File: config.mk
export PLATFORM = sky130hd
export DESIGN_NAME = mae_alu
export DESIGN_NICKNAME = d
export VERILOG_FILES = /design/src/sv/mae_pkg.sv /design/src/sv/mae_alu.sv
export SDC_FILE = /design/constraint.sdc
export NUM_CORES = 2
export LEC_CHECK = 0
export ABC_CLOCK_PERIOD_IN_PS = 16680
export BUFFER_PORTS_ARGS = -buffer_cell sky130_fd_sc_hd__buf_2
export CAP_MARGIN = 40
export CORE_MARGIN = 10
export CORE_UTILIZATION = 45
export DETAILED_ROUTE_END_ITERATION = 10
export SETUP_SLACK_MARGIN = 0.2
export SYNTH_ARGS = -nofsm -noshare
export SYNTH_HDL_FRONTEND = slang
export SYNTH_SLANG_ARGS = --single-unit
File: constraint.sdc
create_clock -name vclk -period 16.68
set_input_delay 2.502 -clock vclk [all_inputs]
set_output_delay 2.502 -clock vclk [all_outputs]
set_load 0.02 [all_outputs]
File: src/sv/mae_pkg.sv
// shared types and constants for the mips alu execute block
// decode masks, opcode and function codes, alu result struct
// no dependencies
`default_nettype none

package mae_pkg;

    localparam int unsigned XLEN      = 32;
    localparam int unsigned REG_AW    = 5;
    localparam int unsigned REG_DEPTH = 32;

    // r-type group after masking with the opcode, shamt and funct fields
    localparam logic [XLEN-1:0] MASK_RTYPE = 32'hfc00_07ff;
    localparam logic [XLEN-1:0] ENC_ADD    = 32'h0000_0020;
    localparam logic [XLEN-1:0] ENC_SUB    = 32'h0000_0022;
    localparam logic [XLEN-1:0] ENC_MUL    = 32'h7000_0002;
    localparam logic [XLEN-1:0] ENC_AND    = 32'h0000_0024;
    localparam logic [XLEN-1:0] ENC_OR     = 32'h0000_0025;
    localparam logic [XLEN-1:0] ENC_XOR    = 32'h0000_0026;
    localparam logic [XLEN-1:0] ENC_SLLV   = 32'h0000_0004;
    localparam logic [XLEN-1:0] ENC_SRLV   = 32'h0000_0006;
    localparam logic [XLEN-1:0] ENC_SLT    = 32'h0000_002a;

    // primary opcodes
    localparam logic [5:0] OPC_SPECIAL = 6'd0;
    localparam logic [5:0] OPC_ADDI    = 6'd8;
    localparam logic [5:0] OPC_SLTI    = 6'd10;
    localparam logic [5:0] OPC_ANDI    = 6'd12;
    localparam logic [5:0] OPC_ORI     = 6'd13;
    localparam logic [5:0] OPC_XORI    = 6'd14;
    localparam logic [5:0] OPC_LUI     = 6'd15;

    // function codes of the immediate shifts
    localparam logic [5:0] FUNCT_SLL = 6'd0;
    localparam logic [5:0] FUNCT_SRL = 6'd2;

    localparam int unsigned LUI_SHIFT = 16;
    localparam logic [XLEN-1:0] PC_STEP = 32'd4;

    typedef struct packed {
        logic              recognized;
        logic [REG_AW-1:0] dest;
        logic [XLEN-1:0]   value;
    } t_alu_res;

endpackage

`default_nettype wire

File: src/sv/mae_alu.sv
// instruction decode and alu for the r-type and immediate subset
// combinational, one 32 x 32 multiply in the path
// depends on mae_pkg
`default_nettype none

module mae_alu
    import mae_pkg::*;
(
    input  wire logic [XLEN-1:0] i_instruction,
    input  wire logic [XLEN-1:0] i_a,
    input  wire logic [XLEN-1:0] i_b,
    output t_alu_res             o_res
);

    logic [5:0]        opc;
    logic [REG_AW-1:0] rs;
    logic [REG_AW-1:0] rt;
    logic [REG_AW-1:0] rd;
    logic [4:0]        shamt;
    logic [5:0]        funct;
    logic [15:0]       imm;
    logic [XLEN-1:0]   zimm;
    logic [XLEN-1:0]   simm;
    logic [XLEN-1:0]   masked;
    logic [XLEN-1:0]   product;
    logic              lt_reg;
    logic              lt_imm;

    // field extraction
    assign opc    = i_instruction[31:26];
    assign rs     = i_instruction[25:21];
    assign rt     = i_instruction[20:16];
    assign rd     = i_instruction[15:11];
    assign shamt  = i_instruction[10:6];
    assign funct  = i_instruction[5:0];
    assign imm    = i_instruction[15:0];
    assign zimm   = {16'd0, imm};
    assign simm   = {{16{imm[15]}}, imm};
    assign masked = i_instruction & MASK_RTYPE;

    // shared datapath pieces
    assign product = i_a * i_b;
    assign lt_reg  = $signed(i_a) < $signed(i_b);
    assign lt_imm  = $signed(i_a) < $signed(simm);

    // decode and select
    always_comb begin
        o_res.recognized = 1'b1;
        o_res.dest       = rd;
        o_res.value      = '0;
        case (masked)
            ENC_ADD:  o_res.value = i_a + i_b;
            ENC_SUB:  o_res.value = i_a - i_b;
            ENC_MUL:  o_res.value = product;
            ENC_AND:  o_res.value = i_a & i_b;
            ENC_OR:   o_res.value = i_a | i_b;
            ENC_XOR:  o_res.value = i_a ^ i_b;
            ENC_SLLV: o_res.value = i_b << i_a[4:0];
            ENC_SRLV: o_res.value = i_b >> i_a[4:0];
            ENC_SLT:  o_res.value = {31'd0, lt_reg};
            default: begin
                if (opc == OPC_SPECIAL && rs == '0 && funct == FUNCT_SLL) begin
                    o_res.value = i_b << shamt;
                end else if (opc == OPC_SPECIAL && rs == '0 && funct == FUNCT_SRL) begin
                    o_res.value = i_b >> shamt;
                end else if (opc == OPC_ADDI) begin
                    o_res.dest  = rt;
                    o_res.value = i_a + simm;
                end else if (opc == OPC_SLTI) begin
                    o_res.dest  = rt;
                    o_res.value = {31'd0, lt_imm};
                end else if (opc == OPC_ANDI) begin
                    o_res.dest  = rt;
                    o_res.value = i_a & zimm;
                end else if (opc == OPC_ORI) begin
                    o_res.dest  = rt;
                    o_res.value = i_a | zimm;
                end else if (opc == OPC_XORI) begin
                    o_res.dest  = rt;
                    o_res.value = i_a ^ zimm;
                end else if (opc == OPC_LUI && rs == '0) begin
                    o_res.dest  = rt;
                    o_res.value = zimm << LUI_SHIFT;
                end else begin
                    o_res.recognized = 1'b0;
                    o_res.dest       = '0;
                end
            end
        endcase
    end

endmodule

`default_nettype wire

## After elaboration in Yosys (flattened, before gate mapping)

Cells that the tools add are included.

| word-level totals | value |
|---|---|
| word-level logic and storage cells | 59 |
| bits in registers | 0 |
| output and inout bits | 38 |

| operators by class | value |
|---|---|
| multiplexer cells | 19 |
| shift-type cells | 4 |
| $mul | 1 |
| eq/ne operators | 16 |
| bitwise gates (word level) | 6 |
| reductions and logical operators | 8 |
| $lt $le $gt $ge | 2 |
| $add $sub $neg | 3 |

Operators with widths:

| cell | number |
|---|---|
| one-hot mux 32 bit (9 select lines) | 1 |
| two-way mux 37 bit | 5 |
| == test 17 x 6 -> 1 bit (second input constant) | 6 |
| two-way mux 32 bit | 3 |
| adder 32 bit | 2 |
| << shifter 32 x 5 -> 32 bit | 2 |
| right shift 32 x 5 -> 32 bit | 2 |
| == test 6 x 4 -> 1 bit (second input constant) | 6 |
| == test 17 x 3 -> 1 bit (second input constant) | 2 |
| AND 32 x 16 -> 32 bit | 1 |
| AND 32 bit | 1 |
| < comparator 32 x 16 -> 1 bit | 1 |
| < comparator 32 bit | 1 |
| multiplier 32 x 32 -> 32 bit | 1 |
| OR 32 x 16 -> 32 bit | 1 |
| OR 32 bit | 1 |
| subtractor 32 bit | 1 |
| bitwise XOR 32 x 16 -> 32 bit | 1 |
| bitwise XOR 32 bit | 1 |
| two-way mux 6 bit | 3 |
| == test 17 x 16 -> 1 bit (second input constant) | 1 |
| logical NOT 6 bit | 2 |
| OR reduction 9 bit | 1 |
| == test 6 x 2 -> 1 bit (second input constant) | 1 |
| 4 further kinds | 12 |

## Depth between registers and ports, before layout

| depth | value |
|---|---|
| depth after elaboration | 11 |
| mapped depth | 31 |

## Worst setup path before layout

OpenSTA, ideal clock, no wires.

| path | value |
|---|---|
| path type | in2out |
| start | in i_a[2] |
| end | out o_res[26] (netlist name) |
| cell stages on the path | 27 |
| path slack | 4.491 ns |
| buffers on the path | 4 |
| data arrival time | 9.687 ns |
| required time | 14.178 ns |
| cells stage by stage | inv_1 -> buf_2 -> buf_1 -> clkbuf_1 -> buf_1 -> nor2_1 -> fa_1 -> fa_1 -> fa_1 -> inv_1 -> fa_1 -> inv_1 -> fa_1 -> ha_1 -> fa_1 -> fa_1 -> ha_1 -> inv_1 -> o21bai_1 -> a2111o_1 -> o21a_1 -> a221o_1 -> a21boi_2 -> xor2_1 -> nor2_1 -> o31ai_1 -> o211ai_1 |

RTL lines:

| element | RTL line | source |
|---|---|---|
| start, declared | mae_alu.sv:10 | `input wire logic [XLEN-1:0] i_a,` |
| end, declared | mae_alu.sv:12 | `output t_alu_res o_res` |

==> results.toml <==
[clock_network]
cts_hold_buf = 0
post-cts-setup-buffer-count = 0
ctsResizeCount = 0

[synth]
yosysTopAreaCell = "fa_1"
synth_top_cell_area_share = 0.270
synth_cell_types = 103
yosysMostFrequentCell = "nor2_1"
synth_warnings = 0
synthTopCellsByArea = "fa_1 (27%), ha_1 (12%), nor2_1 (7.4%)"
synth.cells.most_frequent = "nor2_1 (602), inv_1 (503), fa_1 (411)"
synth_cells = 3961
postSynthAreaPerCell_um2 = 7.69
yosysSeqAreaShare = 0
synth_area_um2 = 30400
synth_nets = 4766

[worst_setup_path]
arrival_ps = 11100
crit_type = "in2out"
crit_path_end_kind = "primary output"
crit_required_ps = 14180
crit_fanout = 17
startpoint_type = "input port"
startpoint = "i_b[3]"

[finish]
fillCellCount = 6802
drive_above_1_share = 0.105
synthToLayoutAreaGrowth_pct = 5.08
nClkBuffers = 0
seq_area_um2 = 0
multi_input_area_um2 = 27200
flops_and_latches = 0
layout.nets = 4726

[floorplan]
io_pins = 134
die_h_um = 280
die_w_um = 280
num_rows = 95
initial_core_util = 0.453
dieArea_um2 = 78500
core-area_um2 = 67200

[routing]
dr.pass1.iters = 6
vias_per_cell = 6.66
wirelength_um = 155000
drt_iter0_markers = 4456
wl_per_cell_um = 32.4
ant_nets = 0
drc = 0
vias = 31900

[min_path]
hp-class = "in2out"
hold_start = "i_instruction[20]"
min_path_cells = 3

[timing]
grt_setup_unrepaired = "no"
period_share = 0.816
final.setup.tns_ps = 0
hold_viol = 0
relSlewSlack = 0.277
tightest_slew_ps = 1080
drv_slew = 0
max_freq_mhz = 73.5
setup_viol = 0
finalCriticalPeriod_ps = 13600

[grt]
track_usage = 0.387
grt_max_degree = 59
grt-ovfl-total = 0
grt_pass1_wl_um = 223000
grt_pass1_vias = 31100
antenna_found_initial = 8

[flow_run]
cap_violations = 0

[placement]
gp_congestion = 1.08
portBuffers = 134
place_hpwl_um = 118000

[run_status]
status = "complete, no violations"
## area by class of cell
class / instances / area share
inverters: 525 / 0.0616
repair buffers: 242 / 0.0526
diodes: 4 / 0.000313
multi-input cells: 3152 / 0.851
well taps: 873 / 0.0341
## critical path: stages
cell	delay, ps
buf_2	530
inv_1	420
buf_4	350
nor2_1	190
fa_1	460
inv_1	80
fa_1	420
fa_1	500
fa_1	550
inv_1	50
fa_1	490
inv_1	50
fa_1	520
inv_1	50
fa_1	500
fa_1	420
ha_1	410
nand3_1	150
a211oi_1	240
nand2_1	80
a21oi_1	320
o21ai_0	210
o21ai_0	240
xor2_1	420
nand2_1	120
a31oi_1	510
buf_2	280
## placed cells by master (no fill, tap or decap), types with 14 or more instances in the layout
| cell type | synthesis | routed |
|---|---|---|
| ha_1 | 298 | 298 |
| nand2_1 | 373 | 373 |
| o211ai_1 | 35 | 35 |
| a211o_1 | 15 | 15 |
| a211oi_1 | 41 | 41 |
| xnor2_1 | 82 | 82 |
| or3_1 | 16 | 16 |
| nor2b_1 | 17 | 17 |
| nand4_1 | 29 | 29 |
| xor2_1 | 25 | 25 |
| mux2i_1 | 97 | 97 |
| mux2_2 | 24 | 24 |
| nor3_1 | 65 | 65 |
| buf_2 | 41 | 133 |
| a221oi_1 | 38 | 38 |
| nand2b_1 | 24 | 24 |
| nor2_1 | 602 | 601 |
| o21a_1 | 19 | 19 |
| a221o_1 | 18 | 18 |
| mux4_2 | 71 | 71 |
| o22ai_1 | 35 | 35 |
| inv_1 | 503 | 500 |
| a22oi_1 | 23 | 23 |
| clkinv_1 | 14 | 14 |
| a21o_1 | 34 | 34 |
| o21ai_0 | 177 | 177 |
| o221ai_1 | 26 | 26 |
| a31oi_1 | 33 | 33 |
| o21bai_1 | 30 | 30 |
| buf_4 | 14 | 97 |
| and3_1 | 25 | 25 |
| a21oi_1 | 204 | 204 |
| nand3_1 | 39 | 39 |
| fa_1 | 411 | 411 |
## worst paths after layout
path,slack (ps),to
worst max-delay path,3080,o_res[25]
worst min-delay path,5340,o_res[36]
## through the flow
| step | setup WS, ps | cell area (um2) | cells | hold slack [ps] | util |
|---|---|---|---|---|---|
| 2_1_floorplan | 4490 | 30400 | 3961 | 5220 | - |
| 3_3_place_gp | 3480 | 31700 | 4776 | 5340 | 0.472 |
| 3_5_place_dp | 3390 | 32000 | 4789 | 5340 | 0.476 |
| 4_1_cts | 3380 | 32000 | 4789 | 5340 | 0.476 |
| 5_1_grt | 2990 | 32000 | 4792 | 5360 | 0.476 |
| 6_report | 3080 | 32000 | 4796 | 5340 | 0.476 |
## logic make-up after synthesis
| group | count (synthesis) | share of synthesized area |
|---|---|---|
| AOI/OAI and AO/OA | 880 | 0.198 |
| buffers and inverters | 809 | 0.106 |
| adders and majority gates | 709 | 0.393 |
| muxes | 194 | 0.0940 |
| xor gates and xnor gates | 107 | 0.0308 |
| and+or+nand+nor | 1262 | 0.179 |
## routing by layer
layer	up-vias	wire (um)	global-route usage
met5	-	106	0
met4	10	12500	0.249
met3	532	20200	0.109
met2	2353	63900	0.561
met1	15700	58700	0.499
li1	13300	-	-
