### config.mk
export PLATFORM = sky130hd
export DESIGN_NAME = mae_regfile
export DESIGN_NICKNAME = d
export VERILOG_FILES = /design/src/sv/mae_pkg.sv /design/src/sv/mae_regfile.sv
export SDC_FILE = /design/constraint.sdc
export NUM_CORES = 1
export LEC_CHECK = 0
export ABC_AREA = 0
export BUFFER_PORTS_ARGS = -buffer_cell sky130_fd_sc_hd__buf_4
export CORE_UTILIZATION = 55
export DETAILED_ROUTE_END_ITERATION = 10
export PLACE_DENSITY_LB_ADDON = 0.12
export SYNTH_ARGS = -nofsm -noshare
export SYNTH_HDL_FRONTEND = slang
export SYNTH_SLANG_ARGS = --single-unit
### constraint.sdc
create_clock -name i_clk -period 5.2 [get_ports i_clk]
set_input_delay 1.56 -clock i_clk [delete_from_list [all_inputs] [get_ports i_clk]]
set_output_delay 1.56 -clock i_clk [all_outputs]
set_load 0.005 [all_outputs]
### src/sv/mae_pkg.sv
// shared types and constants for the mips alu execute block
// decode masks, opcode and function codes, alu result struct
// no dependencies
`default_nettype none

package mae_pkg;

    localparam int unsigned XLEN      = 32;
    localparam int unsigned REG_AW    = 5;
    localparam int unsigned REG_DEPTH = 32;

    // r-type group after masking with the opcode, shamt and funct fields
    localparam logic [XLEN-1:0] MASK_RTYPE = 32'hfc00_07ff;
    localparam logic [XLEN-1:0] ENC_ADD    = 32'h0000_0020;
    localparam logic [XLEN-1:0] ENC_SUB    = 32'h0000_0022;
    localparam logic [XLEN-1:0] ENC_MUL    = 32'h7000_0002;
    localparam logic [XLEN-1:0] ENC_AND    = 32'h0000_0024;
    localparam logic [XLEN-1:0] ENC_OR     = 32'h0000_0025;
    localparam logic [XLEN-1:0] ENC_XOR    = 32'h0000_0026;
    localparam logic [XLEN-1:0] ENC_SLLV   = 32'h0000_0004;
    localparam logic [XLEN-1:0] ENC_SRLV   = 32'h0000_0006;
    localparam logic [XLEN-1:0] ENC_SLT    = 32'h0000_002a;

    // primary opcodes
    localparam logic [5:0] OPC_SPECIAL = 6'd0;
    localparam logic [5:0] OPC_ADDI    = 6'd8;
    localparam logic [5:0] OPC_SLTI    = 6'd10;
    localparam logic [5:0] OPC_ANDI    = 6'd12;
    localparam logic [5:0] OPC_ORI     = 6'd13;
    localparam logic [5:0] OPC_XORI    = 6'd14;
    localparam logic [5:0] OPC_LUI     = 6'd15;

    // function codes of the immediate shifts
    localparam logic [5:0] FUNCT_SLL = 6'd0;
    localparam logic [5:0] FUNCT_SRL = 6'd2;

    localparam int unsigned LUI_SHIFT = 16;
    localparam logic [XLEN-1:0] PC_STEP = 32'd4;

    typedef struct packed {
        logic              recognized;
        logic [REG_AW-1:0] dest;
        logic [XLEN-1:0]   value;
    } t_alu_res;

endpackage

`default_nettype wire

### src/sv/mae_regfile.sv
// 32 x 32 register file, synchronous memory with two read ports
// registered read data, write forwarding and per-entry valid bits
// depends on mae_pkg
`default_nettype none

module mae_regfile
    import mae_pkg::*;
(
    input  wire logic              i_clk,
    input  wire logic              i_rst_n,
    input  wire logic              i_rd_en,
    input  wire logic [REG_AW-1:0] i_rs_addr,
    input  wire logic [REG_AW-1:0] i_rt_addr,
    output logic      [XLEN-1:0]   o_rs_data,
    output logic      [XLEN-1:0]   o_rt_data,
    input  wire logic              i_wr_en,
    input  wire logic [REG_AW-1:0] i_wr_addr,
    input  wire logic [XLEN-1:0]   i_wr_data
);

    logic [XLEN-1:0]      r_mem [REG_DEPTH];
    logic [REG_DEPTH-1:0] r_valid;

    logic [XLEN-1:0] r_rs_raw;
    logic [XLEN-1:0] r_rt_raw;
    logic            r_rs_ok;
    logic            r_rt_ok;
    logic            r_rs_fwd;
    logic            r_rt_fwd;
    logic [XLEN-1:0] r_fwd_data;

    // memory write port
    always_ff @(posedge i_clk) begin
        if (i_wr_en) begin
            r_mem[i_wr_addr] <= i_wr_data;
        end
    end

    // memory read ports, data registered
    always_ff @(posedge i_clk) begin
        if (i_rd_en) begin
            r_rs_raw <= r_mem[i_rs_addr];
            r_rt_raw <= r_mem[i_rt_addr];
        end
    end

    // valid bits: an unwritten entry reads as zero
    always_ff @(posedge i_clk) begin
        if (!i_rst_n) begin
            r_valid <= '0;
        end else if (i_wr_en) begin
            r_valid[i_wr_addr] <= 1'b1;
        end
    end

    // read qualifiers and same-edge write forwarding
    always_ff @(posedge i_clk) begin
        if (i_rd_en) begin
            r_rs_ok    <= r_valid[i_rs_addr] && (i_rs_addr != '0);
            r_rt_ok    <= r_valid[i_rt_addr] && (i_rt_addr != '0);
            r_rs_fwd   <= i_wr_en && (i_wr_addr == i_rs_addr) && (i_rs_addr != '0);
            r_rt_fwd   <= i_wr_en && (i_wr_addr == i_rt_addr) && (i_rt_addr != '0);
            r_fwd_data <= i_wr_data;
        end
    end

    // read data select
    always_comb begin
        if (r_rs_fwd) begin
            o_rs_data = r_fwd_data;
        end else if (r_rs_ok) begin
            o_rs_data = r_rs_raw;
        end else begin
            o_rs_data = '0;
        end
        if (r_rt_fwd) begin
            o_rt_data = r_fwd_data;
        end else if (r_rt_ok) begin
            o_rt_data = r_rt_raw;
        end else begin
            o_rt_data = '0;
        end
    end

endmodule

`default_nettype wire

# After elaboration in Yosys (flattened, before gate mapping)
# Memory sizes are Yosys's and may differ from the RTL's. A register that Yosys moved wholly into a read port is not among the register bits.
# Index checks and enable logic that the tools add are counted.
op_classes:
  n_lt_le_gt_ge: 4
  eq_ne: 2
  mux: 12
  n_bitwise: 1
  n_reduce_logical: 9
op_table:
  columns: ["operator", "n"]
  rows:
  - ["32-bit 2-to-1 mux", 4]
  - ["32-bit OR", 1]
  - ["5-bit by 6-bit < comparator with 1-bit output, second input constant", 3]
  - ["1-bit binary-select mux with 5-bit select", 2]
  - ["5-bit == test", 2]
  - ["5-bit nonzero test", 2]
  - ["1-bit logical AND", 7]
  - ["1-bit demux with 5-bit select", 1]
  - ["5-bit by 1-bit greater-or-equal comparator with 1-bit output, second input constant", 1]
  - ["1-bit 2-to-1 mux", 5]
word_totals:
  register_bits: 68
  mem_bits_rw: 1024
  input_bits: 51
  out_inout_bits: 64
  word_cells: 35
  mem_count: 1
memory_table:
  columns: ["memory", "words", "word_bits", "read_ports", "rd_clocked_by_memory_dff", "write_ports", "line_no", "rtl"]
  rows:
  - ["r_mem", 32, 32, 2, 2, 1, "mae_regfile.sv:21", "logic [XLEN-1:0] r_mem [REG_DEPTH];"]

# Depth between registers and ports, before layout
# Gate-level depths: netlist of the first run.
depth:
  ltp_word: 5
  depth_mapped: 8
  ltp_nobuf: 4

# Least setup slack after synthesis of the first run
# OpenSTA, ideal clock, no wires.
synth_path:
  path_kind: "input -> register"
  start: "input port i_wr_addr[0]"
  end: "memory r_mem[28][0] (enable)"
  setup_ns: 0.423
  arrival_time_ns: 3.760
  t_required_ns: 4.777
  setup_slack_ns: 1.017
  path_stages: 4
  n_path_buf: 2
  cell_sequence: "clkbuf_1 > or3b_2 > clkbuf_1 > nor2_1"
synth_lines:
  columns: ["element", "line_no", "rtl"]
  rows:
  - ["start: declaration", "mae_regfile.sv:17", "input wire logic [REG_AW-1:0] i_wr_addr,"]
  - ["end: declaration", "mae_regfile.sv:21", null]
# Straight into the memory's write port.

# Worst setup path in the final report of the first run
layout_path:
  start: "register r_rs_fwd"
  end: "output port o_rs_data[3]"
layout_between:
  elab_chain_len: 1
layout_rtl:
  columns: ["element", "line_no", "rtl"]
  rows:
  - ["start: declaration", "mae_regfile.sv:28", "logic r_rs_fwd;"]
  - ["start signal: assignment", "mae_regfile.sv:61", "r_rs_fwd <= i_wr_en && (i_wr_addr == i_rs_addr) && (i_rs_addr != '0);"]
  - ["32-bit 2-to-1 mux", "mae_regfile.sv:69", "if (r_rs_fwd) begin"]
  - ["end: declaration", "mae_regfile.sv:14", "output logic [XLEN-1:0] o_rs_data,"]
# Every way passes these cells.

==> summary.md, run 1 <==
| Metric | Value |
|---|---|
| Final Non-Filler Cells | `4181` |
| EDFF count, synth | `1124` |
| Placed cells | `approximately 4000` |
| Post-DRT Antenna Nets | `0` |
| Max Used Layer | `met5` |
| GRT Total Usage | `0.3259` |
| Post-CTS setup repair buffer count | `0` |
| Largest net degree at the start of global routing | `just under 80` |
| Synth warnings | `0` |
| Initial Utilization | `0.5543` |
| Worst EP arrival | `approximately 2500 ps` |
| Async set-reset flop share out of synthesis | `0` |
| Multi-input gate area | `0.01752 sq mm` |
| DRC Markers | `0` |
| Mux contribution to synthesized area | `0.2699` |
| Hold Path Class | `register to register` |
| RePlAce Congestion | `a little over 0.8` |
| FP Rows | `approximately 110` |
| Outcome | `finished, final reports clean` |
| CP Class | `register to primary output` |
| Req. time, crit path | `roughly 3600 ps` |
| Cell count after synthesis | `around 2700` |
| Die X | `around 310 um` |
| Routed via count | `29750` |
| Post-Synthesis Cell Area | `0.05259 sq mm` |
| PwrDens | `345.3 mW/mm^2` |
| Hold Vio Cnt, Final | `0` |
| CTS tree | `built` |
| Iteration-0 DRC Markers | `roughly 4000` |
| Area grow syn2layout | `13.01%` |
| Antenna violations before repair | `3` |
| TNS Setup | `0 ps` |
| Worst slew margin | `0.2410` |
| Post-DP HPWL | `approximately 84000 um` |
| Grt ovf | `0` |
| Met3 WL | `between 15000 and 20000 um` |
| Post-Route WL | `approximately 160000 um` |
| Pleak | `around 19 nW` |
| Main combinational cell family by area after synthesis | `multiplexers` |
| CP dominant cell by count | `buf_4` |
| # fillers | `roughly 6500` |
| Crit-path cells | `nor2b_4 -> buf_4 -> a22o_1 -> buf_4` |
| Clk buf depth | `3` |
| # setup viols final | `0` |
| Synth Area in XOR/XNOR | `0.001332` |
| Count of unique library cells instantiated by Yosys | `43` |
| Maximum VDD drop | `approximately 300 uV` |
| Sequential fraction of the synthesis area | `0.6540` |
| Worst clock skew | `between 15 and 20 ps` |
| CTS Hold Bufs | `0` |
| Syn Nets | `approximately 2700` |
| Min Tclk post-route | `4085 ps` |
| Total CTS buffers | `118` |
| Slew @ Worst Pin | `around 1100 ps` |
| Fmax | `about 0.24 GHz` |
| Number of port buffers | `between 100 and 150` |
| R2R setup slack | `3240 ps` |
| Register area | `about 0.034 sq mm` |
| Fraction of layout cells with a size suffix above 1 | `0.3413` |
| Nets | `2868` |
| Vias in the first global route | `between 30000 and 40000` |
| Clock latency on the worst-skew pair | `between 700 and 800 ps` |
| Final Cycle Share | `0.7856` |
| Worst setup SP type | `register` |
| DR pass1 iterations | `8` |
| Post-CTS Resized | `0` |
| Synth Flop Type | `edfxtp_1` |
| Clock root buffer | `clkbuf_16` |
| Num Clock Sinks | `between 1000 and 1500` |
| Wirelength per Cell | `~37 um` |
| Post-synthesis compound-gate area fraction | `0.03319` |
| IO Pins | `roughly 120` |
| Post-Synth Adder-Cell Area | `0` |
| Vias/cell | `7.115` |
| Worst-path fanout max | `15` |
| Simple-gate share of the synthesized area | `0.02298` |
| Slowest cell on crit path | `buf_4` |
| Height of the die | `between 300 and 400 um` |
| Final Slew Violations | `0` |
| Crit path largest cell delay | `between 400 and 500 ps` |
| Mean Syn Cell Area | `~20 sq um` |
| Die ar. | `0.09685 sq mm` |
| Crit. End Element | `primary output` |
| First-pass GRT wire length | `between 200000 and 250000 um` |
| M1 WL | `56480 um` |
| Max Cap Viol | `0` |
| H-tree Lvls | `3` |
| Routed length on met2 | `approximately 77000 um` |
| Clock slew at reported path FFs | `about 60 ps` |
| Post-synthesis register bit count | `1156` |
| Core area | `around 0.095 sq mm` |
| RSZ-0062 raised after global routing | `no` |
[registers in the layout (all words and copies together), names as in the netlist]
signal	flops
r_rs_ok	1
r_rt_ok	1
r_rt_fwd	1
r_rs_raw	32
r_rt_raw	32
r_rs_fwd	1
r_mem	1024
r_valid	32
r_fwd_data	32
[metrics by stage]
step	util	hold slack, ps	worst slack, ps	power (mW)	cell area (sq um)
CTS	0.6264	492.7	1082	20.59	59420
floorplan	-	451.9	1017	11.70	52590
finish	0.6264	500.0	1115	20.52	59430
global route	0.6264	518.3	1112	21.03	59430
global placement	0.5867	465.1	1127	12.36	55660
detailed placement	0.5867	479.0	1094	12.40	55660
[critical path, delay by kind of cell (launching register included)]
family	cells	cell delay (ps)
compound gates	1	290
flops	1	430
simple gates	1	460
buf+inv	2	620
[area by class of cell]
cell class,count,area share
Multi-Input combinational cell,1317,0.2948
Sequential cell,1156,0.5787
Antenna cell,1,0.00004211
Timing Repair Buffer,221,0.03628
Clock inverter,63,0.009875
Inverter,3,0.0001895
Tap cell,1265,0.02663
Clock buffer,155,0.05344
[cell families (layout without fill, tap and decap cells)]
| kind of cell | after synthesis | after routing |
|---|---|---|
| compound gates | 232 | 232 |
| xor+xnor | 8 | 8 |
| buf+inv | 215 | 442 |
| flops | 1156 | 1156 |
| mux | 817 | 817 |
| other cells | 0 | 1 |
| simple gates | 260 | 260 |
[power by group]
| part | switching [mW] | internal [mW] | leakage, nW |
|---|---|---|---|
| clock network | 3.50 | 4.81 | 1.84 |
| logic | 0.950 | 0.763 | 7.13 |
| registers | 0.0828 | 10.4 | 10.5 |
| total | 4.53 | 16.0 | 19.4 |
[per-layer routing]
layer  vias up  track usage
met2      1764       0.5293
met4         4       0.1337
met3       385      0.08238
met1     15870       0.4229
met5         -            0
li1      11730            -
[cells in the final DEF, fill, tap and decap left out, types with 3 or more instances in the layout]
cell          n
edfxtp_1   1124
mux4_2      471
mux2i_1     247
buf_4       179
clkbuf_16   121
nand2_1     100
mux2_2       99
a22oi_1      88
nand3_1      65
a22o_1       62
buf_12       37
nor2_4       34
a21oi_1      32
o21a_1       32
clkbuf_1     32
dfxtp_1      32
nand4_1      29
clkinv_1     29
clkinv_2     16
bufinv_16    11
nor2_1        6
nand3b_1      6
xor2_1        6
nor2b_4       5
inv_6         5
buf_8         4
o22ai_1       3
or3b_2        3
nor3_1        3
[cell usage after synthesis, drive strengths merged (2+ instances only)]
cell | n | share of area
a31oi | 2 | 0.00024
mux2 | 99 | 0.021
or3b | 3 | 0.00050
nand2 | 100 | 0.0071
a22oi | 88 | 0.013
inv | 2 | 0.00014
nand3b | 6 | 0.00086
nor2 | 40 | 0.0029
mux4 | 471 | 0.20
mux2i | 247 | 0.047
o22ai | 3 | 0.00036
a221o | 2 | 0.00038
xnor2 | 2 | 0.00033
a21oi | 32 | 0.0030
clkbuf | 127 | 0.0091
o21a | 32 | 0.0046
buf | 85 | 0.0093
edfxtp | 1124 | 0.64
nor2b | 8 | 0.00095
and2 | 2 | 0.00024
nor3 | 3 | 0.00029
o21ai | 2 | 0.00019
nand4 | 29 | 0.0034
xor2 | 6 | 0.0010
a221oi | 2 | 0.00033
dfxtp | 32 | 0.012
nand3 | 65 | 0.0062
a22o | 62 | 0.010
[worst paths after layout]
kind / to / startpoint / cells past startpoint
min: r_valid[4] / r_valid[4] / 1
max reg2reg: r_rt_raw[8] / r_mem[7][8] / 3
max: o_rs_data[3] / r_rs_fwd / 4
min reg2reg: r_valid[4] / r_valid[4] / 1
Note: power is estimated with default switching activity, not from simulation.
==> run 2: changes to the inputs <==
==> constraint.sdc (replaced) <==
create_clock -name i_clk -period 4.1 [get_ports i_clk]
set_input_delay 1.23 -clock i_clk [delete_from_list [all_inputs] [get_ports i_clk]]
set_output_delay 1.23 -clock i_clk [all_outputs]
set_load 0.005 [all_outputs]
==> summary.md, run 2 (synthesis gave the netlist of run 1 again) <==
| Metric | Value |
|---|---|
| Outcome | `finished, final reports clean` |
| Worst EP arrival | `approximately 2400 ps` |
| Area grow syn2layout | `13.80%` |
| FP Rows | `approximately 110` |
| Post-DP HPWL | `between 80000 and 90000 um` |
| Grt ovf | `0` |
| Combinational Power Share | `0.087` |
| Worst slew margin | `0.3881` |
| Largest net degree at the start of global routing | `slightly above 60` |
| Clock power frac | `0.394` |
| Antenna violations before repair | `3` |
| Clock root buffer | `clkbuf_16` |
| RePlAce Congestion | `~0.8` |
| Post-DRT Antenna Nets | `0` |
| Tot Pwr | `~26 mW` |
| Req. time, crit path | `roughly 2900 ps` |
| DRC Markers | `0` |
| Iteration-0 DRC Markers | `around 4400` |
| Worst-path fanout max | `33` |
| Final Slew Violations | `0` |
| H-tree Lvls | `3` |
| Hold Path Depth | `1` |
| Internal cell power | `around 20 mW` |
| Num Clock Sinks | `approximately 1200` |
| Post-CTS setup repair buffer count | `0` |
| Nets | `just under 3000` |
| Final Cycle Share | `0.8753` |
| Vias/cell | `7.179` |
| Die X | `~310 um` |
| Height of the die | `between 300 and 400 um` |
| Slew @ Worst Pin | `915.6 ps` |
| RSZ-0062 raised after global routing | `no` |
| Top reg by flops | `r_mem` |
| Placed cells | `about 4000` |
| Final Non-Filler Cells | `~4200` |
| First-pass GRT wire length | `between 200000 and 250000 um` |
| Min Tclk post-route | `~3600 ps` |
| TNS Setup | `0 ps` |
| GRT Total Usage | `0.3288` |
| Switching power | `approximately 5.7 mW` |
| Most common cell after layout, fill and taps aside | `edfxtp_1` |
| Total CTS buffers | `approximately 120` |
| PwrDens | `around 430 mW/mm^2` |
| Worst clock skew | `about 19 ps` |
| Final core utilization | `0.6308` |
| Flop pwr share | `0.519` |
| CTS tree | `built` |
| # setup viols final | `0` |
| Number of port buffers | `about 110` |
| DR pass1 iterations | `6` |
| Pleak | `between 15 and 20 nW` |
| Clock latency on the worst-skew pair | `a little under 700 ps` |
| CTS Hold Bufs | `0` |
| Hold Vio Cnt, Final | `0` |
| Clk buf depth | `3` |
| Core area | `around 0.095 sq mm` |
| Routed via count | `around 30000` |
| Crit. End Element | `primary output` |
| Maximum VDD drop | `roughly 430 uV` |
| Die ar. | `slightly below 0.1 sq mm` |
| Fraction of layout cells with a size suffix above 1 | `0.3512` |
| Post-Route WL | `~160000 um` |
| Fmax | `0.2786 GHz` |
| CP Class | `register to primary output` |
| Max Cap Viol | `0` |
| Switching Share | `0.2236` |
| Clock slew at reported path FFs | `roughly 60 ps` |
| Post-CTS Resized | `0` |
| Worst setup SP type | `register` |
| Max reg flops | `1024` |
| Vias in the first global route | `slightly above 30000` |
| IO Pins | `~120` |
| Most frequent cells in the layout | `1124 x edfxtp_1, 471 x mux4_2, 247 x mux2i_1, 187 x buf_4, 116 x clkbuf_16` |
| Reg2reg path depth | `3` |
| Placement Cell Area | `between 0.05 and 0.06 sq mm` |
| Initial Utilization | `0.5543` |
| Post-Layout Inst Area | `between 0.05 and 0.06 sq mm` |
| Hold Path Class | `register to register` |
| Wirelength per Cell | `between 30 and 40 um` |
run 2: cell count changes in the layout (fill, tap and decap cells not counted), moves of 5 or more:
cell       change
clkbuf_16      -5
buf_12        +28
buf_4          +8
clkbuf_1       -6
clkinv_2      +11
clkinv_1       -5
run 2: worst paths after layout:
kind / start / to / slack, ps
min: r_valid[30] / r_valid[30] / 490
min reg2reg: r_valid[30] / r_valid[30] / 490
max: r_rt_fwd / o_rt_data[19] / 510
max reg2reg: r_mem[27][13] / r_rt_raw[13] / 2160
run 2: worst max-delay path, cell delays in order (launching register included):
cell and delay [ps]:
edfxtp_1 400, buf_4 670, a22o_1 390, buf_4 150
run 2: area by class of cell:
| class | count | area [sq um] |
|---|---|---|
| diodes | 1 | 2.502 |
| clock buffers | 143 | 3014 |
| clock inverters | 68 | 545.5 |
| fillers | 6472 | 35030 |
| inverters | 3 | 11.26 |
| multi-input cells | 1317 | 17520 |
| flip-flops and latches | 1156 | 34390 |
| well taps | 1265 | 1583 |
| repair buffers | 257 | 2776 |
run 2: per-layer routing:
layer | up-vias | GRT usage | part of all wire
met1 | 16200 | 0.4432 | 0.37
met2 | 1833 | 0.5412 | 0.50
met5 | - | 0 | 0.000063
li1 | 11820 | - | -
met3 | 376 | 0.05025 | 0.086
met4 | 2 | 0.1357 | 0.044
run 2: power groups by stage:
stage	combinational (mW)	clock, mW	sequential [mW]
floorplan	1.32	0	13.5
global placement	2.18	0	13.5
detailed placement	2.21	0	13.6
CTS	2.22	10.2	13.3
global route	2.33	10.6	13.3
finish	2.22	10.1	13.3
run 2: per-stage QoR:
step           setup slack, ps  hold slack [ps]
2_1_floorplan            247.1            451.9
3_3_place_gp             326.0            463.6
3_5_place_dp             326.1            474.1
4_1_cts                  527.0            487.5
5_1_grt                  500.5            500.3
6_report                 511.2            493.8
